`src/hdl/rkw_ram.sv`:
```
`timescale 1ns / 1ps
// -----------------------------------------------------------------------------
// rkw_ram
// Single-port synchronous RAM, registered read data.
// -----------------------------------------------------------------------------
module rkw_ram #(
   parameter int AW = 8,
   parameter int DW = 8
) (
   input  logic          clock,
   input  logic          we,
   input  logic [AW-1:0] addr,
   input  logic [DW-1:0] wdata,
   output logic [DW-1:0] rdata
);

   logic [DW-1:0] mem_ff [2**AW];
   logic [DW-1:0] rdata_ff;

   always_ff @(posedge clock) begin
      if (we) begin
         mem_ff[addr] <= wdata;
      end else begin
         rdata_ff <= mem_ff[addr];
      end
   end

   assign rdata = rdata_ff;

endmodule

```
`config.mk`:
```
export PLATFORM = sky130hd
export DESIGN_NAME = rkw_ram
export DESIGN_NICKNAME = d
export VERILOG_FILES = /design/src/hdl/rkw_ram.sv
export SDC_FILE = /design/constraint.sdc
export NUM_CORES = 2
export LEC_CHECK = 0
export ABC_AREA = 1
export CORE_MARGIN = 1
export CORE_UTILIZATION = 37
export CTS_CLUSTER_DIAMETER = 30
export DETAILED_ROUTE_END_ITERATION = 8
export DONT_BUFFER_PORTS = 1
export RECOVER_POWER = 50
export SYNTH_ARGS = -nofsm -noshare
export SYNTH_HDL_FRONTEND = slang
export SYNTH_SLANG_ARGS = --single-unit
```
`constraint.sdc`:
```
create_clock -name clock -period 2.2 [get_ports clock]
set_input_delay 0.11 -clock clock [delete_from_list [all_inputs] [get_ports clock]]
set_output_delay 0.11 -clock clock [all_outputs]
set_load 0.03 [all_outputs]
```
### Word level (Yosys, flattened, before mapping)

Memories as Yosys holds them, arrays and structs flattened. A register that Yosys moved wholly into a read port is not among the register bits.
Index checks and enable logic that the tools add are counted.

* output and inout bits: 8
* logic and storage cells: 4
* RAM bits: 2048
* input port bits: 18
* flip-flop bits (word level): 0
* memories kept: 1

Memory list
* mem_ff: words 256, bits a word 8, rd ports 1, clocked after memory_dff 1, write ports 1, RTL line 17 `logic [DW-1:0] mem_ff [2**AW];`

* muxes and demuxes: 2
* reduce and logical (&&, ||, !) cells: 1

Operators by type and width (number)
* 2-to-1 mux 1 bit: 2
* logical NOT 1 bit: 1

### Depth between registers and ports, before layout

* depth after elaboration: 2
* depth in mapped cells: 15
* gate-level depth less buffers: 13

### Worst setup path before layout

Ideal clock, no wire load.

* kind: input -> register
* start point: in addr[1]
* end point: mem mem_ff[238][0], enable pin
* slack: 0.248 ns
* arrival: 1.582 ns
* cell stages on the path: 10
* buffers on the path: 4
* cell sequence: buf_4 inv_4 nor2_8 buf_4 buf_4 inv_2 nor2_1 nand2_1 clkbuf_1 nor2_1

RTL lines
* from (decl): RTL line 12 `input logic [AW-1:0] addr,`
* to (decl): RTL line 17

Straight into the memory's write port.

==> results.tsv <==
stage	metric	value	unit
clock_tree	cts_buffer_depth	4	
timing	min_period_over_period	2.44	
global_route	grt_pass1_wl	354000	um
clock_tree	numCtsBuffers	402	
floorplanning	start_util	0.373	
floorplanning	die_w	481	um
global_route	grt_pass1_vias	58200	
clock_tree	hold_buffers	9	
setup_path	worstSetupEndpointType	flip-flop	
power	ir_worst_vdd	699	uV
yosys	netlist_top_cells_area	edfxtp_1 73%, nand2_1 21%, nor2_1 1.6%	
setup_path	max_stage_delay	1.65	ns
setup_path	crit_slowest_cell	inv_12	
detailed_routing	drt_iter0_markers	5925	
place	port_buffers	0	
yosys	ys_seq_elements	2056	
cells_and_area	nNetsFinal	8553	
yosys	synthesis.area	85000	um^2
flow_run	maxCapViolations	0	
global_route	globalRouteOverflowTotal	0	
timing	fin_worst_skew	0.0755	ns
timing	min_period	5.37	ns
outcome	violations	hold timing, slew limit, setup timing	
clock_tree	cts.sinks	2056	
outcome	status	finished with violations	
setup_path	cp.required	2.97	ns
detailed_routing	vias	58200	
setup_path	arrival	6.14	ns
detailed_routing	drtAntennaViolNets	0	
place	gp_congestion	0.883	
setup_path	start_kind	input port	
detailed_routing	wl_per_cell	19.9	um
floorplanning	core	228000	um^2
clock_tree	clock_latency	0.97	ns
detailed_routing	routed_wl	236000	um
timing	maxSlewHeadroom	-2.38	
detailed_routing	drc_errors	0	
yosys	synth_mux_area_frac	0	
power	leakage	0.0427	uW
timing	setup_viol	1032	
yosys	synth.distinct_cells	17	
timing	drv_slew	562	
yosys	synthSimpleGateAreaFrac	0.238	
power	power_density	1030	nW/um^2
clock_tree	clockRootBuffer	clkbuf_16	
yosys	synth_warnings	0	
clock_tree	h-tree-depth	5	
clock_tree	cts_tree	done	
cells_and_area	drive_gt1_frac	0.138	
floorplanning	dieArea	232000	um^2
cells_and_area	area_delta_synth_final	24.4	%
timing	final.setup.worst_slack	-3.17	ns
detailed_routing	firstDrtPassIters	6	
timing	hold_ws	-0.693	ns
detailed_routing	viasPerCell	4.91	
setup_path	path_class	input port to flip-flop	
yosys	synth_xor_area_frac	0	
place	dpl.hpwl	127000	um
global_route	grt_use_total	0.203	
yosys	yosysTopAreaCellShare	0.727	
global_route	grt_max_degree	813	
hold_path	min_path_type	input port to flip-flop	
yosys	netlist_instances	8022	
yosys	synth_top_family_by_area	simple AND/OR/NAND/NOR gates	
yosys	syn_nets	8040	
power	totalPowerFinal	109000	uW
timing	max_freq	0.186	GHz
clock_tree	clk_pin_slew	0.05	ns
timing	finalHoldViolCount	2048	
yosys	synthAdderAreaFrac	0	
floorplanning	die_h	481	um
setup_path	path_cells	inv_12 -> buf_12 -> buf_4 -> nand2_1 -> nand2_1 -> nand2_1 -> nand2_1 -> nand2_1 -> nand2_1 -> o21ai_2 -> nand2_1 -> nor2_2 -> nor2_1 -> nor2_4 -> nand2_1	
timing	worst_slew_pin_slew	5.07	ns
timing	setup_tns	-2499.99	ns
floorplanning	rows	175	
yosys	yosysTopAreaCell	edfxtp_1	
setup_path	crit_top_cell	nand2_1	
cells_and_area	utilization	0.464	
yosys	synth_area_per_cell	10.6	um^2
yosys	yosysSeqAreaShare	0.727	
floorplanning	ios	26	
global_route	antenna_found_initial	7	
setup_path	crit_fanout	812	
yosys	synth-compound-area-share	0.0113	
## metrics by stage
step                cells  worst slack [ns]  instance area (um^2)
finish              11900             -3.17                106000
global route        11900            -0.173                106000
CTS                 11900           0.00116                106000
detailed placement  11100            -0.932                 91700
global placement    11100            -0.902                 91700
floorplan            8022             0.248                 85000
## timing repair
action / in CTS / in global routing
resized for setup: 19 / 36
setup endpoints to repair: 8 / 47
pin swaps: 1 / 8
hold endpoints to repair: 3886 / 2048
setup buffers: 0 / 0
## sequential cells by signal, summed over array words and instances (netlist names)
signal / cells
mem_ff: 2048
rdata: 8
## Yosys cell counts
cell / instances
nand2_1: 4770
edfxtp_1: 2056
nor2_1: 361
buf_2: 195
nand3_1: 188
clkbuf_1: 171
o21ai_1: 114
o21ai_0: 46
buf_1: 38
a21oi_1: 32
inv_1: 32
buf_6: 7
buf_4: 6
inv_2: 2
inv_4: 2
nand2_4: 1
nor2_8: 1
## critical path: cells and delay by family
kind            cells  cell delay, ns
simple gates       11            1.21
compound gates      1            0.10
buf+inv             3            2.22
## final timing paths
path | from | to | slack [ns] | cells after the start
max | addr[0] | rdata[5] | -3.17 | 15
min | wdata[1] | mem_ff[117][1] | -0.69 | 0
max reg2reg | mem_ff[7][5] | rdata[5] | 0.02 | 12
min reg2reg | mem_ff[91][6] | rdata[6] | 1.06 | 10
## kinds of logic (layout without fill, tap and decap cells)
| kind of cell | count (synthesis) | after routing |
|---|---|---|
| AND/OR/NAND/NOR | 5321 | 5321 |
| flip-flops | 2056 | 2056 |
| buffers and inverters | 453 | 1290 |
| AO/OA/AOI/OAI | 192 | 192 |
| other | 0 | 2 |
## layer usage
layer | track usage | share of wire | vias up | wire (um)
met3 | 0.0381 | 0.072 | 436 | 17000
met2 | 0.333 | 0.47 | 2096 | 112000
li1 | - | - | 27600 | -
met1 | 0.261 | 0.41 | 28200 | 97300
met4 | 0.0881 | 0.041 | 0 | 9700
met5 | 0 | 0 | - | 0
## power breakdown
group / total (uW) / switching (uW) / leakage, uW / internal [uW]
clock: 61700 / 20300 / 0.00663 / 41400
sequential: 43400 / 108 / 0.0185 / 43300
combinational: 3940 / 2570 / 0.0176 / 1370
## cells in the final DEF, fill, tap and decap left out, drive strengths merged, types with 63 or more instances in the layout
cell type  synthesis  final
inv               36     63
buf              246    517
edfxtp          2056   2056
nor2             362    362
bufinv             0     64
nand2           4771   4771
o21ai            160    160
clkbuf           171    444
clkinv             0    145
nand3            188    188
## layout make-up
cell class	count	area, um^2
clock inverter	284	3410
inverter	36	174
timing repair buffer	526	4880
sequential	2056	61700
clock buffer	444	10400
multi-input combinational	5513	21400
fill	20400	122000
antenna	2	5.00
tap	3009	3760
Power figures use the tool's default switching activity.
